## config.mk

```make
export PLATFORM = sky130hd
export DESIGN_NAME = mvsu_queue
export DESIGN_NICKNAME = d
export VERILOG_FILES = /design/src/hw/rtl/mvsu_pkg.sv /design/src/hw/rtl/mvsu_queue.sv
export SDC_FILE = /design/constraint.sdc
export NUM_CORES = 1
export LEC_CHECK = 0
export BUFFER_PORTS_ARGS = -buffer_cell sky130_fd_sc_hd__buf_2
export CAP_MARGIN = 20
export CORE_AREA = 2 2 425 427
export DETAILED_ROUTE_END_ITERATION = 12
export DIE_AREA = 0 0 427 429
export HOLD_SLACK_MARGIN = 0.08
export PLACE_DENSITY_LB_ADDON = 0.12
export SLEW_MARGIN = 20
export SYNTH_ARGS = -nofsm -noshare
export SYNTH_HDL_FRONTEND = slang
export SYNTH_SLANG_ARGS = --single-unit
```

## constraint.sdc

```tcl
create_clock -name clock -period 33.5 [get_ports clock]
set_clock_uncertainty 0.15 [all_clocks]
set_input_delay 1.675 -clock clock [delete_from_list [all_inputs] [get_ports clock]]
set_output_delay 1.675 -clock clock [all_outputs]
set_load 0.03 [all_outputs]
```

## src/hw/rtl/mvsu_pkg.sv

```systemverilog
package mvsu_pkg;

   localparam int GRID_NX = 64;
   localparam int GRID_NY = 64;

   // Padded grid: one ghost layer on every side.
   localparam int ROW_LEN = GRID_NY + 2;
   localparam int COL_LEN = GRID_NX + 2;
   localparam int PX_W = $clog2(COL_LEN);
   localparam int PY_W = $clog2(ROW_LEN);
   localparam int LINE_ADDR_W = PY_W + 1;
   localparam int LINE_DEPTH = 2 ** LINE_ADDR_W;
   localparam int CELL_W = 12;

   localparam int CSR_INDEX_W = 3;
   localparam logic [CSR_INDEX_W-1:0] CSR_ISOTHERMAL_MODE = 3'd0;
   localparam logic [CSR_INDEX_W-1:0] CSR_GAMMA_MINUS_ONE = 3'd1;
   localparam logic [CSR_INDEX_W-1:0] CSR_SOUND_SPEED_SQ = 3'd2;
   localparam logic [CSR_INDEX_W-1:0] CSR_COEF_X = 3'd3;
   localparam logic [CSR_INDEX_W-1:0] CSR_COEF_Y = 3'd4;

   localparam logic [31:0] GAMMA_MINUS_ONE_RESET = 32'd26214;
   localparam logic [31:0] SOUND_SPEED_SQ_RESET = 32'd65536;
   localparam logic [31:0] COEF_RESET = 32'd65536;

   localparam logic [30:0] QUOT_MAX = 31'h7FFF_FFFF;
   localparam int DIV_BITS_PER_STEP = 4;
   localparam int DIV_STEPS = 32 / DIV_BITS_PER_STEP;
   localparam int DIV_CNT_W = $clog2(DIV_STEPS);

   localparam int JOB_QUEUE_DEPTH = 2;

   typedef struct packed {
      logic [30:0] density;
      logic signed [31:0] energy;
      logic signed [31:0] potential;
      logic signed [31:0] field_x;
      logic signed [31:0] field_y;
      logic signed [31:0] field_z;
      logic signed [31:0] vel_x_in;
      logic signed [31:0] vel_y_in;
   } req_type;

   typedef struct packed {
      logic signed [31:0] vel_x_out;
      logic signed [31:0] vel_y_out;
      logic [CELL_W-1:0] cell_x;
      logic [CELL_W-1:0] cell_y;
      logic last_cell;
   } rsp_type;

   typedef struct packed {
      logic isothermal_mode;
      logic [31:0] gamma_minus_one;
      logic [31:0] sound_speed_sq;
      logic [31:0] coef_x;
      logic [31:0] coef_y;
   } cfg_type;

   // Stencil terms of one face, already reduced to differences and averages.
   typedef struct packed {
      logic signed [32:0] dq;
      logic signed [32:0] bav;
      logic signed [32:0] dd;
      logic signed [32:0] bza;
      logic signed [32:0] bzd;
      logic signed [32:0] dpot;
      logic [30:0] rho_avg;
      logic signed [31:0] vel;
   } face_type;

   typedef struct packed {
      face_type face_x;
      face_type face_y;
      logic [CELL_W-1:0] cell_x;
      logic [CELL_W-1:0] cell_y;
      logic last_cell;
   } job_type;

endpackage

```

## src/hw/rtl/mvsu_queue.sv

```systemverilog
module mvsu_queue (
   input  logic               clock,
   input  logic               reset,
   input  logic               push_valid,
   output logic               push_ready,
   input  mvsu_pkg::job_type  push_job,
   output logic               pop_valid,
   input  logic               pop_ready,
   output mvsu_pkg::job_type  pop_job
);
   import mvsu_pkg::*;

   localparam int PTR_W = (JOB_QUEUE_DEPTH > 1) ? $clog2(JOB_QUEUE_DEPTH) : 1;
   localparam int COUNT_W = $clog2(JOB_QUEUE_DEPTH + 1);

   job_type entries [JOB_QUEUE_DEPTH];
   logic [PTR_W-1:0] wr_ptr_ff, wr_ptr_in, rd_ptr_ff, rd_ptr_in;
   logic [COUNT_W-1:0] count_ff, count_in;
   logic push_fire, pop_fire;

   assign push_ready = (count_ff < COUNT_W'(JOB_QUEUE_DEPTH));
   assign pop_valid = (count_ff != '0);
   assign push_fire = push_valid && push_ready;
   assign pop_fire = pop_valid && pop_ready;
   assign pop_job = entries[rd_ptr_ff];

   always_ff @(posedge clock) begin
      if (push_fire) begin
         entries[wr_ptr_ff] <= push_job;
      end
   end

   always_comb begin
      wr_ptr_in = wr_ptr_ff;
      rd_ptr_in = rd_ptr_ff;
      count_in = count_ff;
      if (push_fire) begin
         wr_ptr_in = (wr_ptr_ff == PTR_W'(JOB_QUEUE_DEPTH - 1)) ? '0 : wr_ptr_ff + PTR_W'(1);
      end
      if (pop_fire) begin
         rd_ptr_in = (rd_ptr_ff == PTR_W'(JOB_QUEUE_DEPTH - 1)) ? '0 : rd_ptr_ff + PTR_W'(1);
      end
      if (push_fire && !pop_fire) begin
         count_in = count_ff + COUNT_W'(1);
      end else if (pop_fire && !push_fire) begin
         count_in = count_ff - COUNT_W'(1);
      end
   end

   always_ff @(posedge clock) begin
      if (reset) begin
         wr_ptr_ff <= '0;
         rd_ptr_ff <= '0;
         count_ff <= '0;
      end else begin
         wr_ptr_ff <= wr_ptr_in;
         rd_ptr_ff <= rd_ptr_in;
         count_ff <= count_in;
      end
   end

   a_count_bound: assert property (@(posedge clock) disable iff (reset)
      count_ff <= COUNT_W'(JOB_QUEUE_DEPTH))
      else $error("job queue holds more entries than it has");

   a_push_counts: assert property (@(posedge clock) disable iff (reset)
      (push_fire && !pop_fire) |=> count_ff == $past(count_ff) + COUNT_W'(1))
      else $error("job queue lost a transfer");

endmodule

```

==> run_results.csv <==
group,metric,value,unit
layout,nets,3469,
yosys,yosys.area.top_type,"edfxtp_1",
power_and_ir_drop,p_int,2.96,mW
sta,whs,0.357,ns
setup_path,crit_type,"reg -> out",
yosys,syn_inst,1725,
die,ioPinCount,1100,
sta,rsz0062_at_grt,"false",
yosys,synth_cell_types,16,
clocking,cts_hold_buffers,0,
setup_path,timing.critical_path.from_type,"flip-flop",
sta,maxSlewViolCount,0,
power_and_ir_drop,power_frac_comb,0.304,
die,die_y,429,um
route,drt_wl_total,126,mm
route,drtAntennaViolNets,0,
clocking,cts_tree,"done",
power_and_ir_drop,p_sw_frac,0.345,
power_and_ir_drop,p_per_area,87.1,mW/mm2
clocking,cts_buffers,131,
power_and_ir_drop,power_switching,1.56,mW
setup_path,reg2reg_depth,6,
power_and_ir_drop,pwr-share-seq,0.404,
die,initial_core_util,0.224,
clocking,cts_setup_buffers,0,
die,dieWidth,427,um
sta,tightest_slew,1.11,ns
setup_path,critPathMaxFanout,146,
route,vias_per_cell,3.97,
yosys,synth_top_area_frac,0.823,
hold_path,whs_path_depth,2,
placed_design,gp_congestion,0.824,
clocking,cts_buffer_depth,3,
hold_path,hold_start,"rd_ptr_ff$_SDFFE_PP0P_",
yosys,yosys_register_bits,1099,
status,status,"complete, no violations",
layout,final_common_cell,"buf_2",
die,core,0.178,mm2
route,post_drt_wl_per_cell,23.3,um
layout,drive_above_1_share,0.611,
clocking,cts_root_buf,"clkbuf_16",
layout,area_growth,30.2,%
setup_path,crit_end,"pop_job[385]",
sta,clock.fmax,149,MHz
die,die_area,0.183,mm2
global_route,antenna_found_initial,93,
yosys,yosys-top-cells-area,"edfxtp_1 82%, mux2_2 15%, buf_6 1.7%, dfxtp_1 0.25%, xor2_1 0.066%",
clocking,clk_latency,0.74,ns
route,drt-pass1-iter-count,4,
power_and_ir_drop,ir_drop,0.0535,mV
route,drc,0,
global_route,grtUsageTotal,0.133,
layout,layout_common_cells,"1099 x buf_2, 1094 x edfxtp_1, 547 x mux2_2",
global_route,overflow,0,
hold_path,hold_path.class,"reg -> reg",
sta,setup_viol,0,
flow_run,maxCapViolCount,0,
sta,timing.final.crit_share,0.201,
yosys,avgSynthCellArea,23.1,um2
clocking,cts.clk_slew.worst_paths,0.05,ns
layout,fill_cells,17883,
placed_design,io_buffers,1099,
yosys,syn_nets,2277,
setup_path,rrSetupSlack,28.09,ns
power_and_ir_drop,power.leakage,18.7,nW
setup_path,required,31.67,ns
clocking,clkSinkCount,1099,
power_and_ir_drop,clockPowerShare,0.292,
route,drt_first_iter_violations,1054,
layout,fin_cells,5401,
die,rows,155,
sta,tns,0,ns
sta,relSlewSlack,0.259,
setup_path,r2r-end,"entries[1][63]$_DFFE_PP_",
sta,finalHoldViolCount,0,
global_route,grt_pass1_vias,22660,
clocking,h-tree-depth,4,
yosys,yosys_warnings,0,
setup_path,crit_path_end_kind,"output pin",
clocking,cts_resized,0,
placed_design,place_inst,5138,
setup_path,r2r_start,"count_ff[1]$_SDFFE_PP0P_",
setup_path,worstPathArrival,4.89,ns
global_route,grt_first_pass_wirelength,172,mm
yosys,netlist_area,0.0399,mm2
global_route,grt_max_degree,158,
yosys,synth-seq-area-share,0.826,
route,via_count,21436,
placed_design,dp_hpwl,91.5,mm
sta,post-route-min-period,6.72,ns
metal layers:
metal	up-vias	share of wire	wire [um]	track usage
met3	312	0.069	8620	0.0450
met5	-	0.0020	253	0
met4	40	0.041	5180	0.0611
met1	10917	0.35	44200	0.135
li1	9382	-	-	-
met2	785	0.54	67500	0.242
cell type report:
type                    count  area, um2  area share
clock inverters            62        512     0.00985
repair buffers           1120       5720       0.110
inverters                   1       3.75   0.0000723
diodes                     40        100     0.00193
well taps                2355       2950      0.0567
clock buffers             160       3430      0.0660
flip-flops and latches   1099      33000       0.634
multi-input cells         564       6280       0.121
stage by stage:
step	area, um2	util	power, mW	setup slack (ns)
2_1_floorplan	39900	-	3.02	6.00
3_3_place_gp	47900	0.269	3.25	26.38
3_5_place_dp	47900	0.269	3.26	26.25
4_1_cts	51800	0.291	4.61	26.61
5_1_grt	51900	0.292	4.72	26.43
6_report	51900	0.292	4.52	26.78
worst min-delay path by stage:
stage	endpoint
finish	flip-flop
global route	flip-flop
CTS	flip-flop
detailed placement	flip-flop
global placement	rd_ptr_ff$_SDFFE_PP0P_
floorplan	flip-flop
cells in the mapped netlist:
cell      count
a21oi_1       1
and2_1        1
buf_2         1
buf_6        60
dfxtp_1       5
edfxtp_1   1094
ha_1          1
inv_1         1
mux2_2      547
nor2_1        4
nor2b_1       2
o21ai_0       2
or2_2         1
or3_1         1
xnor2_1       1
xor2_1        3
critical path, cell delays in order (launching register included):
cell and delay [ns]:
dfxtp_4 0.98, buf_4 0.69, buf_4 0.82, buf_12 0.55, mux2_2 0.44, buf_2 0.18
power groups by stage:
stage               clock network (mW)  registers, mW  logic [mW]
floorplan                            0           2.05       0.969
global placement                     0           1.85        1.40
detailed placement                   0           1.86        1.40
CTS                               1.37           1.83        1.41
global route                      1.43           1.85        1.45
finish                            1.32           1.83        1.37
cells by family (layout without fill, tap and decap cells):
group	Yosys count	after routing	share of synthesized area
flip-flops	1099	1099	0.826
multiplexers	547	547	0.154
buffers and inverters	62	1343	0.0172
AND/OR/NAND/NOR	9	9	0.00116
XOR/XNOR	4	4	0.000878
AO/OA/AOI/OAI	3	3	0.000376
adder cells (fa/ha/maj)	1	1	0.000313
other	0	40	0
flip-flops by register name (all words and copies together) (netlist names), named ones only:
signal	count
count_ff	2
entries	1094
rd_ptr_ff	1
wr_ptr_ff	1
(Power assumes the default switching activity.)
