$ cat src/hw/rtl/mvsu_pkg.sv
package mvsu_pkg;

   localparam int GRID_NX = 64;
   localparam int GRID_NY = 64;

   // Padded grid: one ghost layer on every side.
   localparam int ROW_LEN = GRID_NY + 2;
   localparam int COL_LEN = GRID_NX + 2;
   localparam int PX_W = $clog2(COL_LEN);
   localparam int PY_W = $clog2(ROW_LEN);
   localparam int LINE_ADDR_W = PY_W + 1;
   localparam int LINE_DEPTH = 2 ** LINE_ADDR_W;
   localparam int CELL_W = 12;

   localparam int CSR_INDEX_W = 3;
   localparam logic [CSR_INDEX_W-1:0] CSR_ISOTHERMAL_MODE = 3'd0;
   localparam logic [CSR_INDEX_W-1:0] CSR_GAMMA_MINUS_ONE = 3'd1;
   localparam logic [CSR_INDEX_W-1:0] CSR_SOUND_SPEED_SQ = 3'd2;
   localparam logic [CSR_INDEX_W-1:0] CSR_COEF_X = 3'd3;
   localparam logic [CSR_INDEX_W-1:0] CSR_COEF_Y = 3'd4;

   localparam logic [31:0] GAMMA_MINUS_ONE_RESET = 32'd26214;
   localparam logic [31:0] SOUND_SPEED_SQ_RESET = 32'd65536;
   localparam logic [31:0] COEF_RESET = 32'd65536;

   localparam logic [30:0] QUOT_MAX = 31'h7FFF_FFFF;
   localparam int DIV_BITS_PER_STEP = 4;
   localparam int DIV_STEPS = 32 / DIV_BITS_PER_STEP;
   localparam int DIV_CNT_W = $clog2(DIV_STEPS);

   localparam int JOB_QUEUE_DEPTH = 2;

   typedef struct packed {
      logic [30:0] density;
      logic signed [31:0] energy;
      logic signed [31:0] potential;
      logic signed [31:0] field_x;
      logic signed [31:0] field_y;
      logic signed [31:0] field_z;
      logic signed [31:0] vel_x_in;
      logic signed [31:0] vel_y_in;
   } req_type;

   typedef struct packed {
      logic signed [31:0] vel_x_out;
      logic signed [31:0] vel_y_out;
      logic [CELL_W-1:0] cell_x;
      logic [CELL_W-1:0] cell_y;
      logic last_cell;
   } rsp_type;

   typedef struct packed {
      logic isothermal_mode;
      logic [31:0] gamma_minus_one;
      logic [31:0] sound_speed_sq;
      logic [31:0] coef_x;
      logic [31:0] coef_y;
   } cfg_type;

   // Stencil terms of one face, already reduced to differences and averages.
   typedef struct packed {
      logic signed [32:0] dq;
      logic signed [32:0] bav;
      logic signed [32:0] dd;
      logic signed [32:0] bza;
      logic signed [32:0] bzd;
      logic signed [32:0] dpot;
      logic [30:0] rho_avg;
      logic signed [31:0] vel;
   } face_type;

   typedef struct packed {
      face_type face_x;
      face_type face_y;
      logic [CELL_W-1:0] cell_x;
      logic [CELL_W-1:0] cell_y;
      logic last_cell;
   } job_type;

endpackage

$ cat src/hw/rtl/mvsu_back.sv
module mvsu_back (
   input  logic               clock,
   input  logic               reset,
   input  mvsu_pkg::cfg_type  cfg,
   input  logic               pop_valid,
   output logic               pop_ready,
   input  mvsu_pkg::job_type  pop_job,
   output logic               rsp_valid,
   input  logic               rsp_ready,
   output mvsu_pkg::rsp_type  rsp_payload
);
   import mvsu_pkg::*;

   localparam logic [3:0] B_IDLE = 4'd0;
   localparam logic [3:0] B_M0 = 4'd1;
   localparam logic [3:0] B_M1 = 4'd2;
   localparam logic [3:0] B_M2 = 4'd3;
   localparam logic [3:0] B_M3 = 4'd4;
   localparam logic [3:0] B_ABS = 4'd5;
   localparam logic [3:0] B_CHK = 4'd6;
   localparam logic [3:0] B_DIV = 4'd7;
   localparam logic [3:0] B_T1 = 4'd8;
   localparam logic [3:0] B_T2 = 4'd9;
   localparam logic [3:0] B_T3 = 4'd10;
   localparam logic [3:0] B_OUT = 4'd11;

   function automatic logic [32:0] mag33(input logic signed [32:0] v);
      return v[32] ? (~v + 33'd1) : v;
   endfunction

   function automatic logic signed [31:0] sat32(input logic signed [63:0] v);
      if (v > 64'sd2147483647) begin
         return 32'sh7FFF_FFFF;
      end else if (v < -64'sd2147483648) begin
         return 32'sh8000_0000;
      end
      return v[31:0];
   endfunction

   logic [3:0] state_ff, state_in;
   job_type job_ff;
   logic face_ff;
   logic [49:0] prod_ff;
   logic prod_neg_ff;
   logic signed [63:0] acc_ff;
   logic [63:0] mag_ff;
   logic neg_ff, zero_ff;
   logic [31:0] rem_ff, dvd_ff, quo_ff;
   logic [DIV_CNT_W-1:0] cnt_ff;
   logic [30:0] quot_ff;
   logic signed [31:0] vx_ff, vy_ff;
   rsp_type rsp_ff;
   logic rsp_valid_ff;

   face_type fc;
   logic [31:0] coef_sel, k_sel;
   logic [32:0] mul_a, mul_b;
   logic mul_neg, mul_en;
   logic [65:0] mul_full;
   logic signed [63:0] prod_ext, term;
   logic face_done;
   logic signed [31:0] face_res;
   logic [31:0] r_next, d_next, q_next;
   logic out_load;

   assign fc = face_ff ? job_ff.face_y : job_ff.face_x;
   assign coef_sel = face_ff ? cfg.coef_y : cfg.coef_x;
   assign k_sel = cfg.isothermal_mode ? cfg.sound_speed_sq : cfg.gamma_minus_one;
   assign pop_ready = (state_ff == B_IDLE);
   assign out_load = (state_ff == B_OUT) && (!rsp_valid_ff || rsp_ready);
   assign rsp_valid = rsp_valid_ff;
   assign rsp_payload = rsp_ff;

   // One shared multiplier on magnitudes; the sign rides along and is applied on
   // the following add.
   always_comb begin
      mul_a = '0;
      mul_b = '0;
      mul_neg = 1'b0;
      mul_en = 1'b1;
      case (state_ff)
         B_M0: begin
            mul_a = {1'b0, k_sel};
            mul_b = mag33(fc.dq);
            mul_neg = fc.dq[32];
         end
         B_M1: begin
            mul_a = mag33(fc.bav);
            mul_b = mag33(fc.dd);
            mul_neg = fc.bav[32] ^ fc.dd[32];
         end
         B_M2: begin
            mul_a = mag33(fc.bza);
            mul_b = mag33(fc.bzd);
            mul_neg = fc.bza[32] ^ fc.bzd[32];
         end
         B_T1: begin
            mul_a = {1'b0, coef_sel};
            mul_b = {2'b00, quot_ff};
            mul_neg = neg_ff;
         end
         B_T2: begin
            mul_a = {1'b0, coef_sel};
            mul_b = mag33(fc.dpot);
            mul_neg = fc.dpot[32];
         end
         default: begin
            mul_en = 1'b0;
         end
      endcase
   end

   assign mul_full = {33'd0, mul_a} * {33'd0, mul_b};
   assign prod_ext = $signed({14'd0, prod_ff});
   assign term = prod_neg_ff ? -prod_ext : prod_ext;

   // Restoring division, a few quotient bits per cycle.
   always_comb begin
      logic [31:0] r, d, q, r2;
      r = rem_ff;
      d = dvd_ff;
      q = quo_ff;
      for (int i = 0; i < DIV_BITS_PER_STEP; i++) begin
         r2 = {r[30:0], d[31]};
         d = {d[30:0], 1'b0};
         if (r2 >= {1'b0, fc.rho_avg}) begin
            r = r2 - {1'b0, fc.rho_avg};
            q = {q[30:0], 1'b1};
         end else begin
            r = r2;
            q = {q[30:0], 1'b0};
         end
      end
      r_next = r;
      d_next = d;
      q_next = q;
   end

   always_comb begin
      state_in = state_ff;
      face_done = 1'b0;
      face_res = sat32(acc_ff - term);
      case (state_ff)
         B_IDLE: begin
            if (pop_valid) begin
               state_in = B_M0;
            end
         end
         B_M0: state_in = B_M1;
         B_M1: state_in = B_M2;
         B_M2: state_in = B_M3;
         B_M3: state_in = B_ABS;
         B_ABS: state_in = B_CHK;
         B_CHK: begin
            if (zero_ff) begin
               state_in = B_T1;
            end else if (fc.rho_avg == '0) begin
               // A zero face density drives the velocity against the force.
               face_done = 1'b1;
               face_res = neg_ff ? 32'sh7FFF_FFFF : 32'sh8000_0000;
            end else if (mag_ff >= {18'd0, fc.rho_avg, 15'd0}) begin
               state_in = B_T1;
            end else begin
               state_in = B_DIV;
            end
         end
         B_DIV: begin
            if (cnt_ff == DIV_CNT_W'(DIV_STEPS - 1)) begin
               state_in = B_T1;
            end
         end
         B_T1: state_in = B_T2;
         B_T2: state_in = B_T3;
         B_T3: face_done = 1'b1;
         B_OUT: begin
            if (out_load) begin
               state_in = B_IDLE;
            end
         end
         default: state_in = B_IDLE;
      endcase
      if (face_done) begin
         state_in = face_ff ? B_OUT : B_M0;
      end
   end

   always_ff @(posedge clock) begin
      if (pop_valid && pop_ready) begin
         job_ff <= pop_job;
      end
      if (mul_en) begin
         prod_ff <= mul_full[65:16];
         prod_neg_ff <= mul_neg;
      end
      case (state_ff)
         B_M1: acc_ff <= term;
         B_M2: acc_ff <= acc_ff + term;
         B_M3: acc_ff <= acc_ff + term;
         B_ABS: begin
            mag_ff <= acc_ff[63] ? 64'(-acc_ff) : 64'(acc_ff);
            neg_ff <= acc_ff[63];
            zero_ff <= (acc_ff == '0);
         end
         B_CHK: begin
            quot_ff <= zero_ff ? '0 : QUOT_MAX;
            rem_ff <= mag_ff[47:16];
            dvd_ff <= {mag_ff[15:0], 16'd0};
            quo_ff <= '0;
            cnt_ff <= '0;
         end
         B_DIV: begin
            rem_ff <= r_next;
            dvd_ff <= d_next;
            quo_ff <= q_next;
            cnt_ff <= cnt_ff + DIV_CNT_W'(1);
            quot_ff <= q_next[30:0];
         end
         B_T2: acc_ff <= {{32{fc.vel[31]}}, fc.vel} - term;
         default: begin
         end
      endcase
      if (face_done) begin
         if (face_ff) begin
            vy_ff <= face_res;
         end else begin
            vx_ff <= face_res;
         end
      end
      if (out_load) begin
         rsp_ff.vel_x_out <= vx_ff;
         rsp_ff.vel_y_out <= vy_ff;
         rsp_ff.cell_x <= job_ff.cell_x;
         rsp_ff.cell_y <= job_ff.cell_y;
         rsp_ff.last_cell <= job_ff.last_cell;
      end
   end

   always_ff @(posedge clock) begin
      if (reset) begin
         state_ff <= B_IDLE;
         face_ff <= 1'b0;
         rsp_valid_ff <= 1'b0;
      end else begin
         state_ff <= state_in;
         if (pop_valid && pop_ready) begin
            face_ff <= 1'b0;
         end else if (face_done) begin
            face_ff <= 1'b1;
         end
         if (out_load) begin
            rsp_valid_ff <= 1'b1;
         end else if (rsp_ready) begin
            rsp_valid_ff <= 1'b0;
         end
      end
   end

   a_quot_fits: assert property (@(posedge clock) disable iff (reset)
      (state_ff == B_DIV && cnt_ff == DIV_CNT_W'(DIV_STEPS - 1)) |-> !q_next[31])
      else $error("quotient overflowed past the saturation check");

endmodule

$ cat config.mk
export PLATFORM = sky130hd
export DESIGN_NAME = mvsu_back
export DESIGN_NICKNAME = d
export VERILOG_FILES = /design/src/hw/rtl/mvsu_pkg.sv /design/src/hw/rtl/mvsu_back.sv
export SDC_FILE = /design/constraint.sdc
export NUM_CORES = 2
export LEC_CHECK = 0
export ABC_AREA = 1
export BUFFER_PORTS_ARGS = -buffer_cell sky130_fd_sc_hd__buf_2
export CORE_ASPECT_RATIO = 1.1
export CORE_UTILIZATION = 55
export DETAILED_ROUTE_END_ITERATION = 16
export GPL_ROUTABILITY_DRIVEN = 0
export PLACE_DENSITY = 0.74
export REMOVE_ABC_BUFFERS = 1
export SETUP_SLACK_MARGIN = 0.2
export SLEW_MARGIN = 20
export SYNTH_ARGS = -nofsm -noshare
export SYNTH_HDL_FRONTEND = slang
export SYNTH_SLANG_ARGS = --single-unit
$ cat constraint.sdc
create_clock -name clock -period 96.9 [get_ports clock]
set_input_delay 29.07 -clock clock [delete_from_list [all_inputs] [get_ports clock]]
set_output_delay 29.07 -clock clock [all_outputs]
set_load 0.01 [all_outputs]
==> reports/results.txt <==
Leading register cell type out of synthesis: sky130_fd_sc_hd__edfxtp_1. For the final routed database, the setup TNS stands at 0 ns. The tools report the type of destination of the critical path as a flip-flop.

The critical path's largest stage delay is 0.61 ns, and the clock latency at the later pin of the worst-skew pair is 0.81 ns. The most critical setup path has its startpoint at cfg[128]. Counting flops with a built-in enable in the synthesized netlist gives 989.

The routed design has 380,000 µm of wire. In the final layout, flip-flops and latches occupy 29,800 µm². Floorplan die width: 421 µm.

Maximum number of buffers from clock root to sink: 3. Cell area power density: 36.8 nW/µm². The worst-case reg-to-reg path depth was 58.

The wire-length estimate of the detail-placed layout is 304,000 µm. The analysis attributes to cell leakage a power of 54.6 nW. The library cell used most frequently in the layout, excluding fill and tap cells, is sky130_fd_sc_hd__nand2_1. The average routed wire per standard cell was 22.5 µm; the number of setup buffers added after CTS was 0. For this configuration, the core starts out at a cell density of 55.5%. The count of boundary I/O pins is 771.

CTS placed an instance of sky130_fd_sc_hd__clkbuf_16 at the clock tree root. The first-iteration detailed-routing DRC count is 12,100. From synthesis to final layout, the design area changed by 9.14%.

For the number of max-slew violations in the final report, the log shows 0. The flow ran to the end, and the final reports show no timing, DRC or antenna violations. The tools report the peak ir drop on the vdd network as 39.8 µV.

Fraction of registers with async set or reset after synthesis: 0%. The total area inside the core boundary comes to 191,000 µm². The layout has 17,300 filler cells.

During synthesis, Yosys emitted a total of 0 warnings. Normalized max-slew margin: 21.0%. The synthesized design contains 995 register bits. Setup repair after global routing left no endpoint under its margin. Data arrives at the worst endpoint at 38.24 ns. The via density per instance is 5.83, and the TritonCTS sink count is 995.

In this run, placement finished with an instance count of 16,700. In this run the worst hold path is classified as reg -> reg. For the number of rows in the core area, the log shows 168.

For the final database, setup skew stands at 0.0654 ns. Count of cells resized by post-cts repair: 0. In this run the cell area of the synthesized design comes to 106,000 µm². The reg-to-reg startpoint is face_ff.

After clock tree synthesis, the flow added hold-fix buffers numbering 0. The logs give 560,000 µm for the global-route wire length before repair and 60.6% for the share of the core filled with cells. The via count of the first global-routing pass was 94,000. The run gives 112,000 µm² as the cell area after placement. The synthesized netlist contains 70 unique library cells. Cell count of the worst hold path: 0. During placement, the flow inserted port buffers numbering 770. The tools report the required arrival time at the worst endpoint as 97.42 ns. The first detailed-routing pass ran for 10 iterations. For this run, the number of standard cells in the final layout without fillers is 16,900.

The final critical path time including I/O delays and setup is 37.72 ns, and the final cell area excluding filler cells is 116,000 µm². The total number of vias was 98,600. The final-report setup violation count was 0; the number of maximum-capacitance constraint violations was 0.

Category of the critical setup timing path: in -> reg. The net total in the final layout was 16,500. The share of post-route cells with drive strength above 1 is 9.72%.

The share of the yosys chip area belonging to registers came out at 28.1%. For the overall fraction of global-route tracks in use, the log shows 38.2%. The H-tree generated during clock tree synthesis spans 3 levels. Counting the buffers created by CTS gives 106. The run gives 26.5 MHz as the highest clock rate. In the layout the commonest cells are sky130_fd_sc_hd__nand2_1, sky130_fd_sc_hd__inv_1, sky130_fd_sc_hd__nor2_1, sky130_fd_sc_hd__edfxtp_1, sky130_fd_sc_hd__fa_1. Origin of the worst min-delay path: job_ff[13]. After detailed routing, the number of remaining DRC violations is 0.

Global routing finished with a remaining overflow of 0. The floorplan step set the die height to 463 µm. The mean area per synthesized cell is 7.78 µm², and the residual antenna-violating net count after detailed routing is 0. Entering global routing, the biggest net connects 194 pins.

The die covers 195,000 µm². The standard cell with the maximum stage delay on the critical path is sky130_fd_sc_hd__inv_1. The worst setup path is launched from an input port.

Clock-pin slew was measured on the worst setup and hold paths at 0.06 ns. At the pin with the least slew margin, the transition time is 1.18 ns. Synthesis produced a netlist whose cell count is 13,600. The total count of hold-check failures in the final report is 0, and the number of antenna violations at the first check in global routing is 39. After layout, the worst path uses 38.9% of the clock period. TritonCTS built the clock tree. The maximum fanout count along the critical path was 33. Summing all multi-input logic gate instances after layout gives 65,300 µm².
cell usage after synthesis, drive strengths merged, types with 186 or more instances:
library cell,n,area (µm²)
a21oi,724,3630
buf,204,1190
clkbuf,240,901
edfxtp,989,29700
fa,964,19300
ha,616,7710
inv,2439,9160
nand2,3623,13600
nand3,655,3330
nor2,1138,4400
o21ai,745,3790
or2,219,1370
xor2,186,1630
state kept, by name, indices dropped and copies added, names as in the netlist, 16 cells and up:
signal       count
acc_ff          64
dvd_ff          16
job_ff         547
mag_ff          64
prod_ff         50
quo_ff          27
quot_ff         31
rem_ff          31
rsp_payload     89
vx_ff           32
vy_ff           32
worst max-delay path, delay by kind of cell:
| kind | cells | cell delay (ns) |
|---|---|---|
| and+or+nand+nor | 16 | 2.53 |
| buffers and inverters | 7 | 1.83 |
| adders and majority gates | 9 | 4.43 |
| AOI/OAI and AO/OA | 2 | 0.34 |
final timing paths:
kind | end | slack, ns
setup / recovery | prod_ff[39] | 59.18
hold / removal | rsp_payload[13] | 0.40
setup reg to reg | rem_ff[26] | 83.34
hold reg to reg | rsp_payload[13] | 0.40
kinds of logic after synthesis:
logic type      count (synthesis)  share of synthesized area, %
buf+inv                      2888                          10.6
xor+xnor                      276                          2.28
compound gates               1799                          9.31
flops                         995                          28.1
mux                            61                         0.575
simple gates                 6045                          23.7
fa+ha+maj                    1580                          25.4
where the power goes:
group / total (W) / switching [W] / internal [W]
clock: 0.000410 / 0.000186 / 0.000225
sequential: 0.000662 / 0.0000555 / 0.000607
combinational: 0.00319 / 0.00220 / 0.000991
total: 0.00426 / 0.00244 / 0.00182
through the flow:
| step | power (W) | hold WS [ns] | setup WS [ns] |
|---|---|---|---|
| after floorplan | 0.00278 | 0.400 | 43.85 |
| after global placement | 0.00368 | 0.401 | 58.78 |
| after detailed placement | 0.00372 | 0.405 | 58.65 |
| after CTS | 0.00415 | 0.406 | 59.45 |
| after global routing | 0.00457 | 0.414 | 58.56 |
| final | 0.00426 | 0.401 | 59.18 |
area by class of cell:
cell class / instances / share of cell area [%]
multi-input combinational: 9761 / 56.3
sequential: 995 / 25.7
inverter: 2444 / 7.92
timing repair buffer: 915 / 4.27
tap: 2550 / 2.75
clock buffer: 127 / 2.36
clock inverter: 69 / 0.585
antenna: 39 / 0.0842
metal layers:
| layer | wire [µm] | vias up | GRT usage [%] |
|---|---|---|---|
| met5 | 74 | - | 0 |
| met4 | 37500 | 10 | 31.0 |
| met3 | 41600 | 1574 | 8.09 |
| met2 | 170000 | 6253 | 60.3 |
| met1 | 131000 | 46200 | 45.0 |
| li1 | - | 44600 | - |
Note: power is estimated with default switching activity, not from simulation.
